## config.mk

```make
export PLATFORM = sky130hd
export DESIGN_NAME = qstr_ctrl
export DESIGN_NICKNAME = d
export VERILOG_FILES = /design/src/rtl/core/qstr_pkg.sv /design/src/rtl/core/qstr_ctrl.sv
export SDC_FILE = /design/constraint.sdc
export NUM_CORES = 1
export LEC_CHECK = 0
export BUFFER_PORTS_ARGS = -buffer_cell sky130_fd_sc_hd__buf_2
export CORE_MARGIN = 1
export CORE_UTILIZATION = 48
export CTS_CLUSTER_DIAMETER = 150
export DETAILED_ROUTE_END_ITERATION = 16
export PLACE_DENSITY_LB_ADDON = 0.12
export SLEW_MARGIN = 30
export SYNTH_ARGS = -nofsm -noshare
export SYNTH_HDL_FRONTEND = slang
export SYNTH_SLANG_ARGS = --single-unit
```

## constraint.sdc

```tcl
create_clock -name clk -period 2.2 [get_ports clk]
set_clock_uncertainty 0.1 [all_clocks]
set_input_delay 0.33 -clock clk [delete_from_list [all_inputs] [get_ports clk]]
set_output_delay 0.33 -clock clk [all_outputs]
set_load 0.01 [all_outputs]
```

## src/rtl/core/qstr_pkg.sv

```systemverilog
package qstr_pkg;

	// Fixed formats of the stream and the timing loop
	localparam int SAMPLE_W   = 16;
	localparam int FRAC_W     = 24;
	localparam int GAIN_W     = 24;
	localparam int GPER_W     = 23;
	localparam int SPS_W      = 7;
	localparam int DIFF_W     = SAMPLE_W + 1;
	localparam int SUM_W      = SAMPLE_W + 3;
	localparam int ERR_W      = 28;
	localparam int ERR_SHIFT  = SAMPLE_W - 1;
	localparam int PER_W      = SPS_W + FRAC_W;
	localparam int OFS_W      = 32;
	localparam int CLAMP_W    = 33;
	localparam int MA_W       = GAIN_W + 1;
	localparam int MB_W       = ERR_W;
	localparam int PROD_W     = MA_W + MB_W;
	localparam int CFG_IDX_W  = 2;
	localparam int CFG_DATA_W = 24;

	// 1/sqrt(2) in Q0.24
	localparam logic [GAIN_W-1:0] INV_SQRT2_Q24 = 24'd11863283;

	// Register reset values
	localparam logic [SPS_W-1:0]  SPS_RST        = 7'd4;
	localparam logic [GAIN_W-1:0] GAIN_PHASE_RST = 24'd838861;
	localparam logic [GPER_W-1:0] GAIN_PER_RST   = 23'd10486;

	// Configuration register indexes
	typedef enum logic [CFG_IDX_W-1:0] {
		CFG_SPS         = 2'd0,
		CFG_GAIN_PHASE  = 2'd1,
		CFG_GAIN_PERIOD = 2'd2
	} qstr_cfg_reg_t;

	// Controller to datapath commands
	typedef struct packed {
		logic take_first;
		logic take_skip;
		logic take_strobe;
		logic mul_i;
		logic mul_q;
		logic fin_q;
		logic mul_err;
		logic rnd_err;
		logic mul_per;
		logic upd_per;
		logic mul_adv;
		logic commit;
	} qstr_cmd_t;

	// Datapath to controller status
	typedef struct packed {
		logic have_raw;
		logic strobe_due;
		logic out_full;
	} qstr_stat_t;

endpackage

```

## src/rtl/core/qstr_ctrl.sv

```systemverilog
module qstr_ctrl (
	input  logic                  clk,
	input  logic                  arst_n,
	input  logic                  in_valid,
	output logic                  in_ready,
	input  qstr_pkg::qstr_stat_t  stat,
	output qstr_pkg::qstr_cmd_t   cmd
);

	typedef enum logic [9:0] {
		ST_IDLE    = 10'b0000000001,
		ST_MUL_I   = 10'b0000000010,
		ST_MUL_Q   = 10'b0000000100,
		ST_FIN_Q   = 10'b0000001000,
		ST_MUL_ERR = 10'b0000010000,
		ST_RND_ERR = 10'b0000100000,
		ST_MUL_PER = 10'b0001000000,
		ST_UPD_PER = 10'b0010000000,
		ST_MUL_ADV = 10'b0100000000,
		ST_COMMIT  = 10'b1000000000
	} qstr_state_t;

	qstr_state_t state_q;
	qstr_state_t state_nxt;

	assign in_ready = (state_q == ST_IDLE);

	// Sequence one strobe through the shared multiplier
	always_comb begin
		cmd       = '0;
		state_nxt = state_q;
		unique case (state_q)
			ST_IDLE: begin
				if (in_valid) begin
					priority if (!stat.have_raw) begin
						cmd.take_first = 1'b1;
					end else if (!stat.strobe_due) begin
						cmd.take_skip = 1'b1;
					end else begin
						cmd.take_strobe = 1'b1;
						state_nxt       = ST_MUL_I;
					end
				end
			end
			ST_MUL_I: begin
				cmd.mul_i = 1'b1;
				state_nxt = ST_MUL_Q;
			end
			ST_MUL_Q: begin
				cmd.mul_q = 1'b1;
				state_nxt = ST_FIN_Q;
			end
			ST_FIN_Q: begin
				cmd.fin_q = 1'b1;
				state_nxt = ST_MUL_ERR;
			end
			ST_MUL_ERR: begin
				cmd.mul_err = 1'b1;
				state_nxt   = ST_RND_ERR;
			end
			ST_RND_ERR: begin
				cmd.rnd_err = 1'b1;
				state_nxt   = ST_MUL_PER;
			end
			ST_MUL_PER: begin
				cmd.mul_per = 1'b1;
				state_nxt   = ST_UPD_PER;
			end
			ST_UPD_PER: begin
				cmd.upd_per = 1'b1;
				state_nxt   = ST_MUL_ADV;
			end
			ST_MUL_ADV: begin
				cmd.mul_adv = 1'b1;
				state_nxt   = ST_COMMIT;
			end
			ST_COMMIT: begin
				// hold until the output register can take the word
				if (!stat.out_full) begin
					cmd.commit = 1'b1;
					state_nxt  = ST_IDLE;
				end
			end
			default: begin
				state_nxt = ST_IDLE;
			end
		endcase
	end

	always_ff @(posedge clk or negedge arst_n) begin
		if (!arst_n) begin
			state_q <= ST_IDLE;
		end else begin
			state_q <= state_nxt;
		end
	end

endmodule

```

==> results.md <==
* Top-area cell type share of the netlist area at 0.358
* First-pass GRT wire length at 2710 um
* DRT iter0 DRCs at 29
* FILL cells at 52
* Fmax at 402 MHz
* IO Pins at 19
* Die area at 0.00146 mm^2
* CP Capture Type: output port
* Port Buffers at 18
* Pwr dens at 686 mW/mm^2
* Final worst setup slack at -285 ps
* Largest net degree at the start of global routing at 11
* # nets final at 114
* WHS Path Cells at 3
* Core area at 0.00116 mm^2
* Cell taking the most area after synthesis: dfrtp_1
* Largest regs: state_q x10
* FF-to-FF path depth at 4
* Rel. slew slack at 0.750
* Clock root buffer: clkbuf_4
* Via/cell ratio at 6.24
* Drt drc at 0
* Vias at 755
* Status: complete, but fails checks
* Fin util at 0.886
* Hold_sp: stat[0]
* Avg Cell Area, Syn at 9.26 um^2
* Post-synth top flop: dfrtp_1
* Detailed-router iteration count before antenna repair at 5
* Maximum VDD drop at 0.000567 V
* Wire per inst at 18.0 um
* RR Startpoint: state_q[8]$_DFFE_PN0P_
* FP Rows at 12
* Overall power at 703 uW
* Period minus WS final at 2490 ps
* CTS tree: yes
* RSZ-0062 raised after global routing: true
* Post-synth EDFFs at 0
* Worst-path clk slew at 80 ps
* Htree depth at 1
* WL final at 2180 um
* Cells after Synth at 68
* Initial antenna violation count at 0
* Slew @ Worst Pin at 375 ps
* DP HPWL at 1130 um
* Vias in the first global route at 610
* Pleak at 0.000498 uW
* Count leader, synth: nor4_1
* R2R setup slack at 150 ps
* Clk_lat worst skew at 290 ps
* Worst hold endpoint: state_q[9]$_DFFE_PN0P_
* Yosys reg bits at 10
* WP data required at 1770 ps
* CP Launch Type: flip-flop
* Top area cells in the synthesized netlist: dfrtp_1, nor4_1, and3b_1
* Die Height at 38.2 um
* Hold WC Path Type: in -> reg
* Total CTS buffers at 3
* Top reg by flops: state_q
* Setup violations, final at 9
* Share of layout cells above drive strength 1 at 0.533
* Synthesis Warnings at 0
* CTS Buffer Depth at 2
* Tot GR Track Use at 0.281
* Period utilization at 1.13
* Arrival time of the worst setup path at 2060 ps
* Seq/Total Area, Yosys at 0.400
* Clock sink count at 10
* Gr ovfl total at 0
* Max FO, Critical Path at 5
* Synth cell types at 30
* Area delta synth->final at 62.8%
* Slew Viols, Final at 0
* Synth cell count leaders: nor4_1, dfrtp_1, nand2b_1, nor2_1, and3b_1
* Synthesized cell area at 629 um^2
* Hold Violations, Final at 0
* Max reg flops at 10
* Initial Utilization at 0.544
* Post-Syn Nets at 74
* CP Class: reg -> out
* Die X at 38.2 um
* Final ANT Viol Nets at 0
* Max-Cap Viols at 0
* N_diodes at 0
* Routability Congestion at 0.800
* Violated checks: setup timing
* Async S/R FF share, synth at 1.00
* FF-to-FF End: state_q[5]$_DFFE_PN0P_
cells by family (layout without fill, tap and decap cells):
| kind of cell | after synthesis | in the layout | share of synthesized area |
|---|---|---|---|
| buffers and inverters | 8 | 47 | 0.0636 |
| AOI/OAI and AO/OA | 6 | 6 | 0.0636 |
| DFF | 10 | 10 | 0.400 |
| and+or+nand+nor | 42 | 42 | 0.445 |
| xor gates and xnor gates | 2 | 2 | 0.0278 |
through the flow:
step	area [um^2]	setup slack (ps)	instances	setup TNS (ps)	hold WS (ps)
floorplan	629	-61.0	68	-223	-65.6
global placement	787	48.0	105	0	94.2
detailed placement	787	-48.5	105	-48.5	103
CTS	967	-220	114	-898	241
global route	1020	-295	121	-2360	254
finish	1020	-285	121	-1530	243
cell type report:
| cell class | count | area [um^2] | area share |
|---|---|---|---|
| Inverter | 2 | 7.51 | 0.00733 |
| Timing Repair Buffer | 41 | 274 | 0.267 |
| Clock buffer | 4 | 36.3 | 0.0354 |
| Sequential cell | 10 | 251 | 0.245 |
| Tap cell | 14 | 17.5 | 0.0171 |
| Multi-Input combinational cell | 50 | 438 | 0.427 |
routing by layer:
metal  part of all wire  global-route usage
met1               0.39               0.332
met2               0.53               0.479
met3              0.060              0.0872
met4              0.020              0.0893
met5                  0                   0
repair_timing:
item | CTS | global route
setup buffers | 4 | 6
hold endpoints to repair | 9 | 0
gates resized for setup | 16 | 2
hold buffers | 1 | 0
cloned | 0 | 1
pin swaps | 5 | 6
setup endpoints to repair | 10 | 12
layout by cell type (no fill, tap or decap), drive strengths merged, types with 2 or more instances in the layout:
master	count
and3b	4
nand2	2
nand3	2
nor2	5
inv	2
nor3	2
dfrtp	9
or4	2
nor4b	2
clkbuf	4
nor4	11
or3	2
nand2b	5
o21ai	2
buf	40
report_power, final:
part           switching [uW]  leakage, uW  total (uW)  internal (uW)
clock network            76.6    0.0000210         178            101
registers                23.3     0.000136         225            201
logic                     141     0.000341         300            159
total                     241     0.000498         703            461
critical path, cell delays in order (launching register included):
cell	delay, ps
dfrtp_1	400
or4_4	550
or3_4	400
nor4_2	240
buf_2	180
worst max path at each step:
| stage | slack [ps] | startpoint | end | depth (start not counted) |
|---|---|---|---|---|
| after floorplan | -60 | state_q[2]$_DFFE_PN0P_ | cmd[2] | 5 |
| after global placement | 50 | state_q[4]$_DFFE_PN0P_ | cmd[4] | 4 |
| after detailed placement | -50 | state_q[8]$_DFFE_PN0P_ | cmd[3] | 4 |
| after CTS | -220 | state_q[8]$_DFFE_PN0P_ | cmd[3] | 4 |
| after global routing | -300 | state_q[8]$_DFFE_PN0P_ | cmd[3] | 4 |
| final | -290 | state_q[8]$_DFFE_PN0P_ | cmd[2] | 4 |
Power figures use the tool's default switching activity.
